File: config.mk
export PLATFORM = sky130hd
export DESIGN_NAME = line_editor_erase_kill
export DESIGN_NICKNAME = d
export VERILOG_FILES = /design/src/hw/rtl/lef_pkg.sv /design/src/hw/rtl/lef_ram.sv /design/src/hw/rtl/lef_fifo.sv /design/src/hw/rtl/lef_front.sv /design/src/hw/rtl/lef_back.sv /design/src/hw/rtl/line_editor_erase_kill.sv
export SDC_FILE = /design/constraint.sdc
export NUM_CORES = 1
export LEC_CHECK = 0
export BUFFER_PORTS_ARGS = -buffer_cell sky130_fd_sc_hd__buf_4
export CELL_PAD_IN_SITES_DETAIL_PLACEMENT = 1
export CELL_PAD_IN_SITES_GLOBAL_PLACEMENT = 2
export CORE_MARGIN = 2
export CORE_UTILIZATION = 52
export CTS_CLUSTER_DIAMETER = 150
export DETAILED_ROUTE_END_ITERATION = 10
export PLACE_DENSITY = 0.84
export RECOVER_POWER = 25
export SYNTH_ARGS = -nofsm -noshare
export SYNTH_HDL_FRONTEND = slang
export SYNTH_SLANG_ARGS = --single-unit
File: constraint.sdc
create_clock -name i_clk -period 8.05 [get_ports i_clk]
set_clock_uncertainty 0.15 [all_clocks]
set_input_delay 1.61 -clock i_clk [delete_from_list [all_inputs] [get_ports i_clk]]
set_output_delay 1.61 -clock i_clk [all_outputs]
set_load 0.1 [all_outputs]
File: src/hw/rtl/lef_pkg.sv
// ----------------------------------------------------------------------------
// lef_pkg
// Shared types and constants of the line editor with erase and kill.
// ----------------------------------------------------------------------------
package lef_pkg;

    localparam int BYTE_W = 8;

    // Configuration register indexes.
    localparam logic [1:0] REG_ERASE     = 2'd0;
    localparam logic [1:0] REG_KILL      = 2'd1;
    localparam logic [1:0] REG_LINE_END  = 2'd2;
    localparam logic [1:0] REG_INPUT_END = 2'd3;

    // Reset values of the editing codes.
    localparam logic [BYTE_W-1:0] ERASE_RST     = 8'd35;
    localparam logic [BYTE_W-1:0] KILL_RST      = 8'd64;
    localparam logic [BYTE_W-1:0] LINE_END_RST  = 8'd10;
    localparam logic [BYTE_W-1:0] INPUT_END_RST = 8'd36;

    // Command kinds passed from the front end to the back end.
    localparam logic [1:0] CMD_PUSH  = 2'd0;
    localparam logic [1:0] CMD_ERASE = 2'd1;
    localparam logic [1:0] CMD_KILL  = 2'd2;
    localparam logic [1:0] CMD_CLOSE = 2'd3;

    localparam int CMDQ_DEPTH = 2;
    localparam int OUTQ_DEPTH = 4;

    typedef struct packed {
        logic [1:0]        kind;
        logic [BYTE_W-1:0] data;
        logic              iend;
    } t_cmd;

    typedef struct packed {
        logic [BYTE_W-1:0] data;
        logic              last;
        logic              ovf;
        logic              iend;
    } t_res;

endpackage

File: src/hw/rtl/lef_ram.sv
// ----------------------------------------------------------------------------
// lef_ram
// Generic single write port RAM with one registered read port.
// ----------------------------------------------------------------------------
module lef_ram #(
    parameter int WIDTH = 8,
    parameter int DEPTH = 32
) (
    input  logic                                 i_clk,
    input  logic                                 i_we,
    input  logic [(DEPTH > 1 ? $clog2(DEPTH) : 1)-1:0] i_waddr,
    input  logic [WIDTH-1:0]                     i_wdata,
    input  logic [(DEPTH > 1 ? $clog2(DEPTH) : 1)-1:0] i_raddr,
    output logic [WIDTH-1:0]                     o_rdata
);

    logic [WIDTH-1:0] r_mem [DEPTH];
    logic [WIDTH-1:0] r_rdata;

    always_ff @(posedge i_clk) begin
        if (i_we) begin
            r_mem[i_waddr] <= i_wdata;
        end
        r_rdata <= r_mem[i_raddr];
    end

    assign o_rdata = r_rdata;

endmodule

File: src/hw/rtl/lef_fifo.sv
// ----------------------------------------------------------------------------
// lef_fifo
// Small flip-flop queue with a fill count, used between the pipeline parts.
// ----------------------------------------------------------------------------
module lef_fifo #(
    parameter int WIDTH = 8,
    parameter int DEPTH = 4
) (
    input  logic                           i_clk,
    input  logic                           i_rst_n,
    input  logic                           i_push,
    input  logic [WIDTH-1:0]               i_wdata,
    output logic                           o_full,
    input  logic                           i_pop,
    output logic [WIDTH-1:0]               o_rdata,
    output logic                           o_empty,
    output logic [$clog2(DEPTH+1)-1:0]     o_count
);

    localparam int PW = (DEPTH > 1) ? $clog2(DEPTH) : 1;
    localparam int CW = $clog2(DEPTH + 1);

    logic [WIDTH-1:0] r_mem [DEPTH];
    logic [PW-1:0]    r_wptr, n_wptr;
    logic [PW-1:0]    r_rptr, n_rptr;
    logic [CW-1:0]    r_count, n_count;
    logic             wr, rd;

    assign o_full  = (r_count == CW'(DEPTH));
    assign o_empty = (r_count == '0);
    assign o_count = r_count;
    assign o_rdata = r_mem[r_rptr];

    assign wr = i_push && !o_full;
    assign rd = i_pop && !o_empty;

    always_comb begin
        n_wptr  = r_wptr;
        n_rptr  = r_rptr;
        n_count = r_count;
        if (wr) begin
            n_wptr = (r_wptr == PW'(DEPTH - 1)) ? '0 : r_wptr + 1'b1;
        end
        if (rd) begin
            n_rptr = (r_rptr == PW'(DEPTH - 1)) ? '0 : r_rptr + 1'b1;
        end
        case ({wr, rd})
            2'b10:   n_count = r_count + 1'b1;
            2'b01:   n_count = r_count - 1'b1;
            default: n_count = r_count;
        endcase
    end

    always_ff @(posedge i_clk) begin
        if (wr) begin
            r_mem[r_wptr] <= i_wdata;
        end
    end

    always_ff @(posedge i_clk) begin
        if (!i_rst_n) begin
            r_wptr  <= '0;
            r_rptr  <= '0;
            r_count <= '0;
        end else begin
            r_wptr  <= n_wptr;
            r_rptr  <= n_rptr;
            r_count <= n_count;
        end
    end

endmodule

File: src/hw/rtl/lef_front.sv
// ----------------------------------------------------------------------------
// lef_front
// Holds the editing codes, accepts input bytes and classifies each one into
// a command for the back end. Stops forwarding after the input-end byte.
// ----------------------------------------------------------------------------
module lef_front
    import lef_pkg::*;
(
    input  logic              i_clk,
    input  logic              i_rst_n,
    input  logic              i_cfg_we,
    input  logic [1:0]        i_cfg_idx,
    input  logic [BYTE_W-1:0] i_cfg_data,
    input  logic              i_push,
    input  logic [BYTE_W-1:0] i_in_byte,
    input  logic              i_cmd_full,
    output logic              o_cmd_push,
    output t_cmd              o_cmd
);

    logic [BYTE_W-1:0] r_erase_code;
    logic [BYTE_W-1:0] r_kill_code;
    logic [BYTE_W-1:0] r_line_end_code;
    logic [BYTE_W-1:0] r_input_end_code;
    logic              r_finished;
    logic              accept;
    logic              is_iend;
    logic              is_lend;

    assign accept  = i_push && !i_cmd_full;
    assign is_iend = (i_in_byte == r_input_end_code);
    assign is_lend = (i_in_byte == r_line_end_code);

    // Terminators take priority over erase, erase over kill.
    always_comb begin
        o_cmd.data = i_in_byte;
        o_cmd.iend = is_iend;
        if (is_iend || is_lend) begin
            o_cmd.kind = CMD_CLOSE;
        end else if (i_in_byte == r_erase_code) begin
            o_cmd.kind = CMD_ERASE;
        end else if (i_in_byte == r_kill_code) begin
            o_cmd.kind = CMD_KILL;
        end else begin
            o_cmd.kind = CMD_PUSH;
        end
    end

    assign o_cmd_push = accept && !r_finished;

    always_ff @(posedge i_clk) begin
        if (!i_rst_n) begin
            r_erase_code     <= ERASE_RST;
            r_kill_code      <= KILL_RST;
            r_line_end_code  <= LINE_END_RST;
            r_input_end_code <= INPUT_END_RST;
            r_finished       <= 1'b0;
        end else begin
            if (i_cfg_we) begin
                case (i_cfg_idx)
                    REG_ERASE:     r_erase_code     <= i_cfg_data;
                    REG_KILL:      r_kill_code      <= i_cfg_data;
                    REG_LINE_END:  r_line_end_code  <= i_cfg_data;
                    REG_INPUT_END: r_input_end_code <= i_cfg_data;
                    default:       r_erase_code     <= r_erase_code;
                endcase
            end
            if (o_cmd_push && is_iend) begin
                r_finished <= 1'b1;
            end
        end
    end

endmodule

File: src/hw/rtl/lef_back.sv
// ----------------------------------------------------------------------------
// lef_back
// Executes commands on the line RAM and fill count. A closing command
// drains the buffered bytes through the RAM read port into the output
// queue, then appends the closing item.
// ----------------------------------------------------------------------------
module lef_back
    import lef_pkg::*;
#(
    parameter int LINE_DEPTH = 32
) (
    input  logic              i_clk,
    input  logic              i_rst_n,
    input  t_cmd              i_cmd,
    input  logic              i_cmd_empty,
    output logic              o_cmd_pop,
    input  logic              i_pop,
    output logic              o_empty,
    output t_res              o_res
);

    localparam int AW  = (LINE_DEPTH > 1) ? $clog2(LINE_DEPTH) : 1;
    localparam int CW  = $clog2(LINE_DEPTH + 1);
    localparam int QCW = $clog2(OUTQ_DEPTH + 1);

    localparam logic ST_IDLE  = 1'b0;
    localparam logic ST_DRAIN = 1'b1;

    logic              r_state, n_state;
    logic [CW-1:0]     r_fill, n_fill;
    logic [CW-1:0]     r_idx, n_idx;
    logic              r_dropped, n_dropped;
    logic              r_pend;
    logic [BYTE_W-1:0] r_term, n_term;
    logic              r_iend, n_iend;

    logic              ram_we;
    logic [BYTE_W-1:0] ram_rdata;
    logic              rd_issue;
    logic              close_wr;
    logic              oq_wr;
    logic              oq_full;
    logic [QCW-1:0]    oq_cnt;
    t_res              oq_wdata;
    logic              room;

    lef_ram #(
        .WIDTH (BYTE_W),
        .DEPTH (LINE_DEPTH)
    ) u_line_ram (
        .i_clk   (i_clk),
        .i_we    (ram_we),
        .i_waddr (r_fill[AW-1:0]),
        .i_wdata (i_cmd.data),
        .i_raddr (r_idx[AW-1:0]),
        .o_rdata (ram_rdata)
    );

    // Room counts the read still in flight so the queue never overflows.
    assign room = ({1'b0, oq_cnt} + (QCW+1)'(r_pend)) < (QCW+1)'(OUTQ_DEPTH);

    always_comb begin
        n_state   = r_state;
        n_fill    = r_fill;
        n_idx     = r_idx;
        n_dropped = r_dropped;
        n_term    = r_term;
        n_iend    = r_iend;
        o_cmd_pop = 1'b0;
        ram_we    = 1'b0;
        rd_issue  = 1'b0;
        close_wr  = 1'b0;
        case (r_state)
            ST_IDLE: begin
                if (!i_cmd_empty) begin
                    o_cmd_pop = 1'b1;
                    case (i_cmd.kind)
                        CMD_PUSH: begin
                            if (r_fill < CW'(LINE_DEPTH)) begin
                                ram_we = 1'b1;
                                n_fill = r_fill + 1'b1;
                            end else begin
                                n_dropped = 1'b1;
                            end
                        end
                        CMD_ERASE: begin
                            if (r_fill != '0) begin
                                n_fill = r_fill - 1'b1;
                            end
                        end
                        CMD_KILL: begin
                            n_fill = '0;
                        end
                        CMD_CLOSE: begin
                            n_term  = i_cmd.data;
                            n_iend  = i_cmd.iend;
                            n_idx   = '0;
                            n_state = ST_DRAIN;
                        end
                        default: begin
                            n_fill = r_fill;
                        end
                    endcase
                end
            end
            ST_DRAIN: begin
                if (r_idx < r_fill) begin
                    if (room) begin
                        rd_issue = 1'b1;
                        n_idx    = r_idx + 1'b1;
                    end
                end else if (!r_pend && !oq_full) begin
                    close_wr  = 1'b1;
                    n_fill    = '0;
                    n_dropped = 1'b0;
                    n_state   = ST_IDLE;
                end
            end
            default: begin
                n_state = ST_IDLE;
            end
        endcase
    end

    always_comb begin
        if (r_pend) begin
            oq_wdata.data = ram_rdata;
            oq_wdata.last = 1'b0;
            oq_wdata.ovf  = 1'b0;
            oq_wdata.iend = 1'b0;
        end else begin
            oq_wdata.data = r_term;
            oq_wdata.last = 1'b1;
            oq_wdata.ovf  = r_dropped;
            oq_wdata.iend = r_iend;
        end
    end

    assign oq_wr = r_pend || close_wr;

    lef_fifo #(
        .WIDTH ($bits(t_res)),
        .DEPTH (OUTQ_DEPTH)
    ) u_out_queue (
        .i_clk   (i_clk),
        .i_rst_n (i_rst_n),
        .i_push  (oq_wr),
        .i_wdata (oq_wdata),
        .o_full  (oq_full),
        .i_pop   (i_pop),
        .o_rdata (o_res),
        .o_empty (o_empty),
        .o_count (oq_cnt)
    );

    always_ff @(posedge i_clk) begin
        r_term <= n_term;
        r_iend <= n_iend;
        r_idx  <= n_idx;
    end

    always_ff @(posedge i_clk) begin
        if (!i_rst_n) begin
            r_state   <= ST_IDLE;
            r_fill    <= '0;
            r_dropped <= 1'b0;
            r_pend    <= 1'b0;
        end else begin
            r_state   <= n_state;
            r_fill    <= n_fill;
            r_dropped <= n_dropped;
            r_pend    <= rd_issue;
        end
    end

    a_fill_bound: assert property (@(posedge i_clk) disable iff (!i_rst_n)
        r_fill <= CW'(LINE_DEPTH))
        else $error("line fill count exceeds the buffer depth");

    a_no_pop_drain: assert property (@(posedge i_clk) disable iff (!i_rst_n)
        (r_state == ST_DRAIN) |-> !o_cmd_pop)
        else $error("command taken while a line is draining");

    a_oq_no_overflow: assert property (@(posedge i_clk) disable iff (!i_rst_n)
        oq_wr |-> !oq_full)
        else $error("output queue written while full");

    a_close_clears: assert property (@(posedge i_clk) disable iff (!i_rst_n)
        close_wr |=> (r_fill == '0 && !r_dropped && r_state == ST_IDLE))
        else $error("line state not cleared after the closing item");

endmodule

File: src/hw/rtl/line_editor_erase_kill.sv
// A byte is applied by the back end in the cycle after acceptance while it is idle.
// A terminator switches the back end to draining: it reads each line byte from the RAM and
// writes it to the output queue, one per cycle while the queue has room, then the closing item.
// The back end either edits or reads a line out, never both, so each byte is stored
// when it arrives and read back at line end.
// Reset (synchronous, active low) restores the codes and clears queues, counts and flags.
// ----------------------------------------------------------------------------
// line_editor_erase_kill
// Line editor with erase and kill codes, built as a classifying front end,
// a command queue and a back end that owns the line buffer.
// ----------------------------------------------------------------------------
module line_editor_erase_kill
    import lef_pkg::*;
#(
    parameter int LINE_DEPTH = 32
) (
    input  logic              i_clk,
    input  logic              i_rst_n,
    input  logic              i_cfg_we,
    input  logic [1:0]        i_cfg_idx,
    input  logic [BYTE_W-1:0] i_cfg_data,
    input  logic              push,
    output logic              full,
    input  logic [BYTE_W-1:0] i_in_byte,
    output logic              empty,
    input  logic              pop,
    output logic [BYTE_W-1:0] o_out_byte,
    output logic              o_last,
    output logic              o_overflowed,
    output logic              o_input_end
);

    t_cmd                         fe_cmd;
    logic                         fe_push;
    t_cmd                         be_cmd;
    logic                         be_pop;
    logic                         cq_empty;
    logic [$clog2(CMDQ_DEPTH+1)-1:0] cq_count;
    t_res                         res;

    lef_front u_front (
        .i_clk      (i_clk),
        .i_rst_n    (i_rst_n),
        .i_cfg_we   (i_cfg_we),
        .i_cfg_idx  (i_cfg_idx),
        .i_cfg_data (i_cfg_data),
        .i_push     (push),
        .i_in_byte  (i_in_byte),
        .i_cmd_full (full),
        .o_cmd_push (fe_push),
        .o_cmd      (fe_cmd)
    );

    lef_fifo #(
        .WIDTH ($bits(t_cmd)),
        .DEPTH (CMDQ_DEPTH)
    ) u_cmd_queue (
        .i_clk   (i_clk),
        .i_rst_n (i_rst_n),
        .i_push  (fe_push),
        .i_wdata (fe_cmd),
        .o_full  (full),
        .i_pop   (be_pop),
        .o_rdata (be_cmd),
        .o_empty (cq_empty),
        .o_count (cq_count)
    );

    lef_back #(
        .LINE_DEPTH (LINE_DEPTH)
    ) u_back (
        .i_clk       (i_clk),
        .i_rst_n     (i_rst_n),
        .i_cmd       (be_cmd),
        .i_cmd_empty (cq_empty),
        .o_cmd_pop   (be_pop),
        .i_pop       (pop),
        .o_empty     (empty),
        .o_res       (res)
    );

    assign o_out_byte   = res.data;
    assign o_last       = res.last;
    assign o_overflowed = res.ovf;
    assign o_input_end  = res.iend;

    a_cq_count: assert property (@(posedge i_clk) disable iff (!i_rst_n)
        full |-> (cq_count == ($clog2(CMDQ_DEPTH+1))'(CMDQ_DEPTH)))
        else $error("command queue full flag disagrees with its count");

    a_cq_pop: assert property (@(posedge i_clk) disable iff (!i_rst_n)
        be_pop |-> !cq_empty)
        else $error("back end popped an empty command queue");

    a_empty_count: assert property (@(posedge i_clk) disable iff (!i_rst_n)
        cq_empty |-> (cq_count == '0))
        else $error("command queue empty flag disagrees with its count");

endmodule
==> impl_metrics.env, run 1 <==
export IMPL_status="finished clean"
export IMPL_path_clk_slew_ps=50
export IMPL_hp_class="register to register"
export IMPL_multi_input_area_mm2=0.004373
export IMPL_fin_ws_ps=4065
export IMPL_seq_area_frac_synth_pct=71.09
export IMPL_cts_setup_buffers=0
export IMPL_die_area_mm2=0.03226
export IMPL_p_leak_uw=0.005909
export IMPL_place_ws_ps=4261
export IMPL_async_reset_ff_share_pct=0
export IMPL_crit_path_end_kind="output pin"
export IMPL_fin_crit_ps=3985
export IMPL_worstMarginPinSlew_ps=1386
export IMPL_path_max_fanout=11
export IMPL_place_area_mm2=0.01665
export IMPL_vias=8054
export IMPL_cp_required_ps=6290
export IMPL_critPathLaunchType="register"
export IMPL_fmaxAchievable_mhz=250.9
export IMPL_hpwl_um=21400
export IMPL_slew_limit_headroom_pct=7.624
export IMPL_ant_nets=0
export IMPL_cts_root_buf="clkbuf_16"
export IMPL_numClockSinks=401
export IMPL_drt_iter0_drc=633
export IMPL_grt_pass1_wl_um=53100
export IMPL_place_congestion=0.8039
export IMPL_final_cell_mix="337 x edfxtp_1, 91 x mux4_2, 81 x nor2_1, 64 x dfxtp_1, 54 x nand2_1"
export IMPL_antenna_cells=0
export IMPL_finalMaxSlewViolations=0
export IMPL_clockBufferDepth=3
export IMPL_detail_route_drc_violations=0
export IMPL_powerDensity_mw_per_mm2=297.7
export IMPL_final_cell_area_mm2=0.01789
export IMPL_setup_violations=0
export IMPL_portBuffers=35
export IMPL_grt_pass1_vias=8551
export IMPL_syn_area_per_cell_um2=17.66
export IMPL_synth_edf_count=337
export IMPL_worstSetupPathType="register to output pin"
export IMPL_fin_nets=996
export IMPL_grt_total_usage_pct=21.79
export IMPL_ys_ff_latch=401
export IMPL_finalHoldViolations=0
export IMPL_cts_resized=0
export IMPL_ctsHoldBuffers=0
export IMPL_yosysWarnings=0
export IMPL_areaGrowthSynthToFinish_pct=11.55
export IMPL_ys_flop_type="edfxtp_1"
export IMPL_syn_nets=950
export IMPL_row_count=64
export IMPL_peakVddDrop_mv=0.1431
export IMPL_clkLatencyLatePin_ps=530
export IMPL_seq_area_mm2=0.01140
export IMPL_die_h_um=179.6
export IMPL_via_per_inst=5.828
export IMPL_mostFrequentLayoutCell="edfxtp_1"
export IMPL_grt_max_degree=68
export IMPL_finalCritPeriodShare_pct=49.51
export IMPL_drive_above_1_share_pct=19.27
export IMPL_yosysUniqueCellTypes=47
export IMPL_syn_inst=908
export IMPL_dr_pass1_iters=5
export IMPL_die_w_um=179.6
export IMPL_avgRoutedWirePerCell_um=24.68
export IMPL_antenna_found_initial=0
export IMPL_fin_util_pct=58.64
export IMPL_syn_area_mm2=0.01604
export IMPL_drt_total_wl_um=34110
export IMPL_nFillCells=2667
export IMPL_fp_coreArea_mm2=0.03051
export IMPL_worstPathArrival_ps=2230
export IMPL_grt_overflow=0
export IMPL_ios=36
export IMPL_whs_ps=316.4
export IMPL_start_util_pct=52.57
export IMPL_cap_viol_max_count=0
export IMPL_rsz0062_at_grt="no"
export IMPL_cts_tree="yes"
export IMPL_cts_htree_levels=2
export IMPL_cts_buffers=41
export IMPL_fin_tns_setup_ps=0
-- metrics by stage --
step / instances / total power, uW
floorplan: 908 / 3253
global route: 1382 / 5534
global placement: 1307 / 3532
finish: 1382 / 5326
detailed placement: 1307 / 3565
CTS: 1382 / 5376
-- where the power goes --
part           total [uW]  internal, uW  switching [uW]
logic                 944           324             620
clock network        1810          1050             755
registers            2580          2480            97.5
-- logic make-up after synthesis --
| family | count (synthesis) | synth area share (%) |
|---|---|---|
| compound gates | 54 | 2.044 |
| xor+xnor | 46 | 2.512 |
| fa+ha+maj | 19 | 1.576 |
| buf+inv | 59 | 1.646 |
| flops | 401 | 71.09 |
| mux | 138 | 15.91 |
| simple gates | 191 | 5.227 |
-- critical path, cell delays in order (launching register included) --
cell     delay, ps
dfxtp_1        830
mux4_2         610
buf_4          250
-- cells in the mapped netlist (all sizes together) (6+ instances only) --
cell / count / area share, %
xor2: 21 / 1.1
buf: 21 / 0.76
edfxtp: 337 / 63
mux2i: 22 / 1.4
o21ai: 7 / 0.22
ha: 17 / 1.3
mux4: 91 / 13
nor3: 7 / 0.22
clkbuf: 16 / 0.37
and2: 6 / 0.23
xnor2: 25 / 1.4
nand3: 12 / 0.37
nor2: 81 / 1.9
dfxtp: 64 / 8.0
mux2: 25 / 1.8
a21oi: 28 / 0.87
nand2: 54 / 1.3
inv: 22 / 0.51
-- area by class of cell --
type / instances / share of cell area, %
Sequential cell: 401 / 63.72
Multi-Input combinational cell: 448 / 24.44
Clock buffer: 57 / 6.364
Tap cell: 396 / 2.769
Timing Repair Buffer: 40 / 1.469
Clock inverter: 18 / 0.7693
Inverter: 22 / 0.4616
-- path summary, 6_finish.rpt --
| path | start | endpoint | slack [ps] | depth (start not counted) |
|---|---|---|---|---|
| worst max-delay path | register | o_out_byte[6] | 4060 | 2 |
| worst min-delay path | u_front.r_input_end_code[6] | u_front.r_input_end_code[6] | 320 | 2 |
| worst max register to register | u_back.r_idx[2] | u_back.u_out_queue.o_count[2] | 4330 | 13 |
| worst min register to register | u_front.r_input_end_code[6] | u_front.r_input_end_code[6] | 320 | 2 |
-- layer usage --
metal / global-route usage [%] / wire length [um] / vias up
met5: 0 / 0 / -
met4: 6.309 / 779 / 0
met3: 3.424 / 1519 / 55
met2: 34.21 / 16140 / 195
met1: 32.04 / 15670 / 4193
li1: - / - / 3611
-- flip-flops by register name, indices dropped and copies added (netlist names), 3 cells and up, named ones only --
| name | count |
|---|---|
| u_back.r_idx | 6 |
| u_cmd_queue.r_mem | 22 |
| u_back.u_out_queue.o_count | 3 |
| u_front.r_line_end_code | 8 |
| u_front.r_erase_code | 8 |
| u_back.r_fill | 6 |
| u_back.r_term | 8 |
| u_front.r_kill_code | 8 |
| u_back.u_line_ram.r_mem | 256 |
| u_front.r_input_end_code | 8 |
| u_back.u_out_queue.r_mem | 44 |
| u_back.u_line_ram.o_rdata | 8 |
No activity file was read; power rests on OpenSTA's default activity.
==> run 2: changes to the inputs <==
CORE_UTILIZATION = 48   (was 52)
PLACE_DENSITY = 0.78   (was 0.84)
clock period = 4.1 ns   (was 8.05 ns; I/O delays follow)
==> run 2 against run 1 <==
The run now ends with max-capacitance violations, max-slew violations left. Final cell count increased by 5.1%. Register-to-register slack got worse by 3600 ps. Non-clock buffer count increased by 23. Critical endpoint is now u_back.u_out_queue.o_count[2]. Highest routed layer unchanged.
==> impl_metrics.env, run 2 (synthesized netlist as in run 1, its figures left out) <==
export IMPL_die_area_mm2=0.03489
export IMPL_cts_tree="yes"
export IMPL_hpwl_um=21720
export IMPL_setup_violations=0
export IMPL_slew_limit_headroom_pct=-6.211
export IMPL_vias=8124
export IMPL_numClockSinks=401
export IMPL_nFillCells=3008
export IMPL_path_max_fanout=7
export IMPL_ios=36
export IMPL_crit_path_end_kind="register"
export IMPL_grt_total_usage_pct=20.98
export IMPL_portBuffers=35
export IMPL_mostFrequentLayoutCell="edfxtp_1"
export IMPL_top_regs="u_back.u_line_ram.r_mem (256), u_back.u_out_queue.r_mem (44), u_cmd_queue.r_mem (22)"
export IMPL_place_area_mm2=0.01690
export IMPL_drt_total_wl_um=35010
export IMPL_row_count=66
export IMPL_drive_above_1_share_pct=20.79
export IMPL_worstSetupPathType="register to register"
export IMPL_rsz0062_at_grt="no"
export IMPL_cts_htree_levels=2
export IMPL_p_leak_uw=0.006029
export IMPL_clockBufferDepth=3
export IMPL_finalMaxSlewViolations=47
export IMPL_cp_required_ps=4390
export IMPL_drt_iter0_drc=644
export IMPL_path_clk_slew_ps=60
export IMPL_ant_nets=0
export IMPL_powerDensity_mw_per_mm2=573.7
export IMPL_peakVddDrop_mv=0.2751
export IMPL_fin_tns_setup_ps=0
export IMPL_final_cell_area_mm2=0.01812
export IMPL_final_cell_mix="337 x edfxtp_1, 91 x mux4_2, 81 x nor2_1, 64 x dfxtp_1, 54 x nand2_1"
export IMPL_regMostFlops="u_back.u_line_ram.r_mem"
export IMPL_cts_setup_buffers=0
export IMPL_antenna_found_initial=0
export IMPL_fmaxAchievable_mhz=300.8
export IMPL_cts_buffers=42
export IMPL_ctsHoldBuffers=0
export IMPL_antenna_cells=0
export IMPL_violations="max-capacitance violations, max-slew violations"
export IMPL_die_h_um=186.8
export IMPL_fin_nets=1020
export IMPL_critPathLaunchType="register"
export IMPL_status="finished, violations left"
export IMPL_grt_pass1_wl_um=54440
export IMPL_finalHoldViolations=0
export IMPL_areaGrowthSynthToFinish_pct=12.96
export IMPL_worstPathArrival_ps=3610
export IMPL_clkLatencyLatePin_ps=540
export IMPL_cts_resized=0
export IMPL_avgRoutedWirePerCell_um=24.11
export IMPL_die_w_um=186.8
export IMPL_cap_viol_max_count=1
export IMPL_grt_pass1_vias=8719
export IMPL_worstMarginPinSlew_ps=1591
export IMPL_place_congestion=0.7558
export IMPL_cts_root_buf="clkbuf_16"
export IMPL_hp_class="register to register"
export IMPL_dr_pass1_iters=5
export IMPL_largest_reg_flops=256
export IMPL_via_per_inst=5.595
export IMPL_detail_route_drc_violations=0
export IMPL_fin_crit_ps=3324
export IMPL_grt_max_degree=68
export IMPL_grt_overflow=0
export IMPL_finalCritPeriodShare_pct=81.08
export IMPL_start_util_pct=49.04
export IMPL_fp_coreArea_mm2=0.03270
[run 2: cell count changes in the layout (fill, tap and decap cells not counted), moves of 2 or more]
cell	delta
buf_4	+20
mux2_1	-2
clkinv_1	+5
mux2_2	+2
[run 2: stage by stage]
stage	hold WS [ps]	total power, uW	utilization (%)	instances	setup WS (ps)
after CTS	323.1	10530	55.54	1452	766.0
after detailed placement	315.4	6988	51.66	1376	783.9
after floorplan	287.5	6388	-	908	117.4
after global routing	348.7	10830	55.40	1452	460.3
after global placement	299.0	6955	51.66	1376	850.8
final	320.8	10390	55.40	1452	775.7
[run 2: final cells by class]
cell class	count	area, um^2	area share, %
sequential	401	11400	62.93
multi-input combinational	448	4373	24.14
clock buffer	54	1117	6.168
tap	442	553.0	3.053
timing repair buffer	63	440.4	2.431
clock inverter	22	148.9	0.8219
inverter	22	82.58	0.4558
[run 2: critical path, stage by stage (launching register included)]
cell and delay, ps:
dfxtp_1 450, inv_1 100, ha_1 310, a211o_1 260
a21oi_1 110, o21ai_1 180, a21oi_1 300, nor2_1 70
inv_1 60, ha_1 170, inv_1 60, fa_1 430
xor2_1 150, or3_1 300, a21oi_1 130
[run 2: path summary, 6_finish.rpt]
path         cells after the start  slack, ps                             to                   start
max reg2reg                     14        780  u_back.u_out_queue.o_count[2]        u_back.r_fill[3]
max                             14        780  u_back.u_out_queue.o_count[2]        u_back.r_fill[3]
min                              2        320         u_front.r_kill_code[4]  u_front.r_kill_code[4]
min reg2reg                      2        320         u_front.r_kill_code[4]  u_front.r_kill_code[4]
[run 2: per-layer routing]
metal	GRT usage (%)	up-vias	wire [um]
met1	28.87	4198	14770
met2	34.20	213	17410
met5	0	-	0
li1	-	3660	-
met4	6.197	0	799
met3	4.156	53	2030
[run 2: report_power, final]
| part | internal, uW | switching (uW) | leakage, uW | total [uW] |
|---|---|---|---|---|
| registers | 4860 | 172 | 0.00356 | 5030 |
| logic | 651 | 1170 | 0.00184 | 1820 |
| clock network | 2040 | 1500 | 0.000622 | 3540 |
| total | 7560 | 2840 | 0.00603 | 10400 |
==> run 3: changes to the inputs <==
ABC_AREA = 1   (was not set)
CORE_UTILIZATION = 42   (was 48)
clock period = 3.3 ns   (was 4.1 ns; I/O delays follow)
==> run 3 against run 2 <==
Register-to-register slack worse by 450 ps. Flip-flop and latch count unchanged. Core utilization down 7.0 points. Total power up 52%. Via count up 41%. Sequential share of layout area down 3.3 points. Critical endpoint unchanged. Non-clock buffer count up 37. The run now ends clean. Global-route usage up 0.47 points. Sequential power up 29%.
==> impl_metrics.env, run 3 <==
export IMPL_status="finished clean"
export IMPL_power_uw=15800
export IMPL_ys_flop_type="edfxtp_1"
export IMPL_grt_total_usage_pct=21.45
export IMPL_die_area_mm2=0.04153
export IMPL_row_count=73
export IMPL_dr_pass1_iters=5
export IMPL_detail_route_drc_violations=0
export IMPL_fmaxAchievable_mhz=336.2
export IMPL_cts_tree="yes"
export IMPL_syn_nets=1584
export IMPL_p_switching_uw=5597
export IMPL_path_max_fanout=8
export IMPL_die_h_um=203.8
export IMPL_finalHoldViolations=0
export IMPL_die_w_um=203.8
export IMPL_mostFrequentLayoutCell="edfxtp_1"
export IMPL_hp_class="primary input to register"
export IMPL_synth_most_common_cell="edfxtp_1"
export IMPL_final_cell_mix="337 x edfxtp_1, 268 x nor2_1, 259 x nand2_1, 154 x o21ai_0, 96 x inv_1"
export IMPL_p_leak_uw=0.007100
export IMPL_cap_viol_max_count=0
export IMPL_synthTopCellsByArea="edfxtp_1 60%, dfxtp_1 7.6%, nor2_1 6.0%"
export IMPL_slew_limit_headroom_pct=14.57
export IMPL_worstSetupPathType="register to register"
export IMPL_r2r_slack_ps=330
export IMPL_path_clk_slew_ps=60
export IMPL_hpwl_um=27040
export IMPL_fin_crit_ps=2974
export IMPL_peakVddDrop_mv=0.3993
export IMPL_drt_total_wl_um=43580
export IMPL_grt_max_degree=129
export IMPL_synth_top_area_share_pct=60.36
export IMPL_synth_edf_count=337
export IMPL_cp_required_ps=3580
export IMPL_cts_buffers=43
export IMPL_regMostFlops="u_back.u_line_ram.r_mem"
export IMPL_grt_pass1_vias=12110
export IMPL_switching_share_pct=35.43
export IMPL_fp_coreArea_mm2=0.03955
export IMPL_critPathLaunchType="register"
export IMPL_worstMarginPinSlew_ps=1281
export IMPL_cp_cell_sequence="inv_1 -> ha_1 -> nand2_1 -> nand2_1 -> nand2_1 -> nand2_1 -> nand2_1 -> nand2_1 -> nand2_4 -> ha_1 -> inv_1 -> fa_1 -> a21oi_1 -> o21ai_0 -> o21ai_0 -> a21oi_1"
export IMPL_syn_inst=1542
export IMPL_drive_above_1_share_pct=10.23
export IMPL_power_share_clock_pct=30.1
export IMPL_drt_iter0_drc=611
export IMPL_powerDensity_mw_per_mm2=826.0
export IMPL_largest_reg_flops=256
export IMPL_yosysUniqueCellTypes=36
export IMPL_cts_root_buf="clkbuf_16"
export IMPL_fin_ws_ps=325.8
export IMPL_grt_pass1_wl_um=68110
export IMPL_start_util_pct=42.39
export IMPL_crit_path_end_kind="register"
export IMPL_vias=11460
export IMPL_ctsHoldBuffers=0
export IMPL_syn_area_per_cell_um2=10.87
export IMPL_place_congestion=0.7790
export IMPL_grt_overflow=0
export IMPL_seq_area_frac_synth_pct=68.00
export IMPL_cp_slowest_stage_delay_ps=470
export IMPL_finalCritPeriodShare_pct=90.13
export IMPL_seq_area_mm2=0.01140
export IMPL_avgRoutedWirePerCell_um=20.09
export IMPL_areaGrowthSynthToFinish_pct=14.08
export IMPL_async_reset_ff_share_pct=0
export IMPL_synth_commonest_cells="337 x edfxtp_1, 268 x nor2_1, 259 x nand2_1, 154 x o21ai_0, 95 x inv_1"
export IMPL_nFillCells=4319
export IMPL_pwr_share_comb_pct=28.8
export IMPL_top_regs="u_back.u_line_ram.r_mem (256), u_back.u_out_queue.r_mem (44), u_cmd_queue.r_mem (22)"
export IMPL_yosysWarnings=0
export IMPL_multi_input_area_mm2=0.004616
export IMPL_fin_nets=1654
export IMPL_cts_htree_levels=2
export IMPL_place_ws_ps=260.0
export IMPL_numClockSinks=401
export IMPL_cpMaxStageDelayCell="dfxtp_1"
export IMPL_portBuffers=35
export IMPL_finalMaxSlewViolations=0
export IMPL_critPathMostFrequentCell="nand2_1"
export IMPL_clockBufferDepth=3
export IMPL_synth_area_leader_cell="edfxtp_1"
export IMPL_antenna_found_initial=0
export IMPL_clkLatencyLatePin_ps=560
export IMPL_power_frac_seq_pct=41.1
export IMPL_via_per_inst=5.284
export IMPL_syn_area_mm2=0.01677
export IMPL_worstPathArrival_ps=3250
export IMPL_ios=36
export IMPL_ant_nets=0
export IMPL_setup_violations=0
export IMPL_internal_power_uw=10200
export IMPL_ys_ff_latch=401
[run 3: what timing repair did]
| item | in CTS | in global routing |
|---|---|---|
| endpoints found under the hold margin | 0 | 0 |
| buffers inserted | 0 | 0 |
| resized for setup | 0 | 2 |
| endpoints found under the setup margin | 0 | 1 |
[run 3: critical path, delay by kind of cell (launching register included)]
family                     cells  cell delay [ps]
AOI/OAI and AO/OA              4              490
adders and majority gates      3              890
buffers and inverters          2              200
DFF                            1              470
and+or+nand+nor                7              670
[run 3: path summary, 6_finish.rpt]
kind	start	cells after the start	endpoint
worst max-delay path	u_back.r_fill[1]	16	u_back.u_out_queue.o_count[2]
worst min-delay path	i_cfg_data[3]	3	u_front.r_line_end_code[3]
worst max register to register	u_back.r_fill[1]	16	u_back.u_out_queue.o_count[2]
worst min register to register	u_back.r_dropped	2	u_back.r_dropped
[run 3: cells by family (layout without fill, tap and decap cells)]
family | count (synthesis) | in the layout | share of synthesized area (%)
AO/OA/AOI/OAI | 276 | 276 | 9.030
XOR/XNOR | 26 | 26 | 1.358
adder cells (fa/ha/maj) | 19 | 19 | 1.507
buffers and inverters | 175 | 276 | 4.440
flip-flops | 401 | 401 | 68.00
other | 0 | 1 | 0
AND/OR/NAND/NOR | 645 | 645 | 15.66
[run 3: power groups by stage]
| stage | clock (uW) | sequential (uW) | combinational [uW] |
|---|---|---|---|
| 2_1_floorplan | 0 | 6510 | 3160 |
| 3_3_place_gp | 0 | 6590 | 4510 |
| 3_5_place_dp | 0 | 6600 | 4620 |
| 4_1_cts | 4860 | 6500 | 4640 |
| 5_1_grt | 5050 | 6530 | 5050 |
| 6_report | 4760 | 6500 | 4540 |
[run 3: area by class of cell]
class	count	area share, %
Inverter	100	1.969
Clock inverter	15	0.9354
Timing Repair Buffer	100	3.663
Antenna cell	1	0.01308
Clock buffer	61	6.241
Tap cell	525	3.434
Sequential cell	401	59.61
Multi-Input combinational cell	966	24.13
[run 3: routing by layer]
metal  track usage (%)  wire (um)
met5                 0          0
met4             5.188        781
met3             2.461       1444
met2             37.59      22020
met1             28.49      19330
[run 3: metrics by stage]
| stage | area (um^2) | std cells | util, % | setup TNS [ps] | hold slack (ps) |
|---|---|---|---|---|---|
| finish | 19130 | 2169 | 48.36 | 0 | 224.3 |
| global placement | 17820 | 2092 | 45.07 | 0 | 288.1 |
| floorplan | 16770 | 1542 | - | 0 | 275.7 |
| detailed placement | 17820 | 2092 | 45.07 | 0 | 302.1 |
| global route | 19120 | 2168 | 48.36 | -12.96 | 230.2 |
| CTS | 19200 | 2168 | 48.54 | 0 | 212.5 |
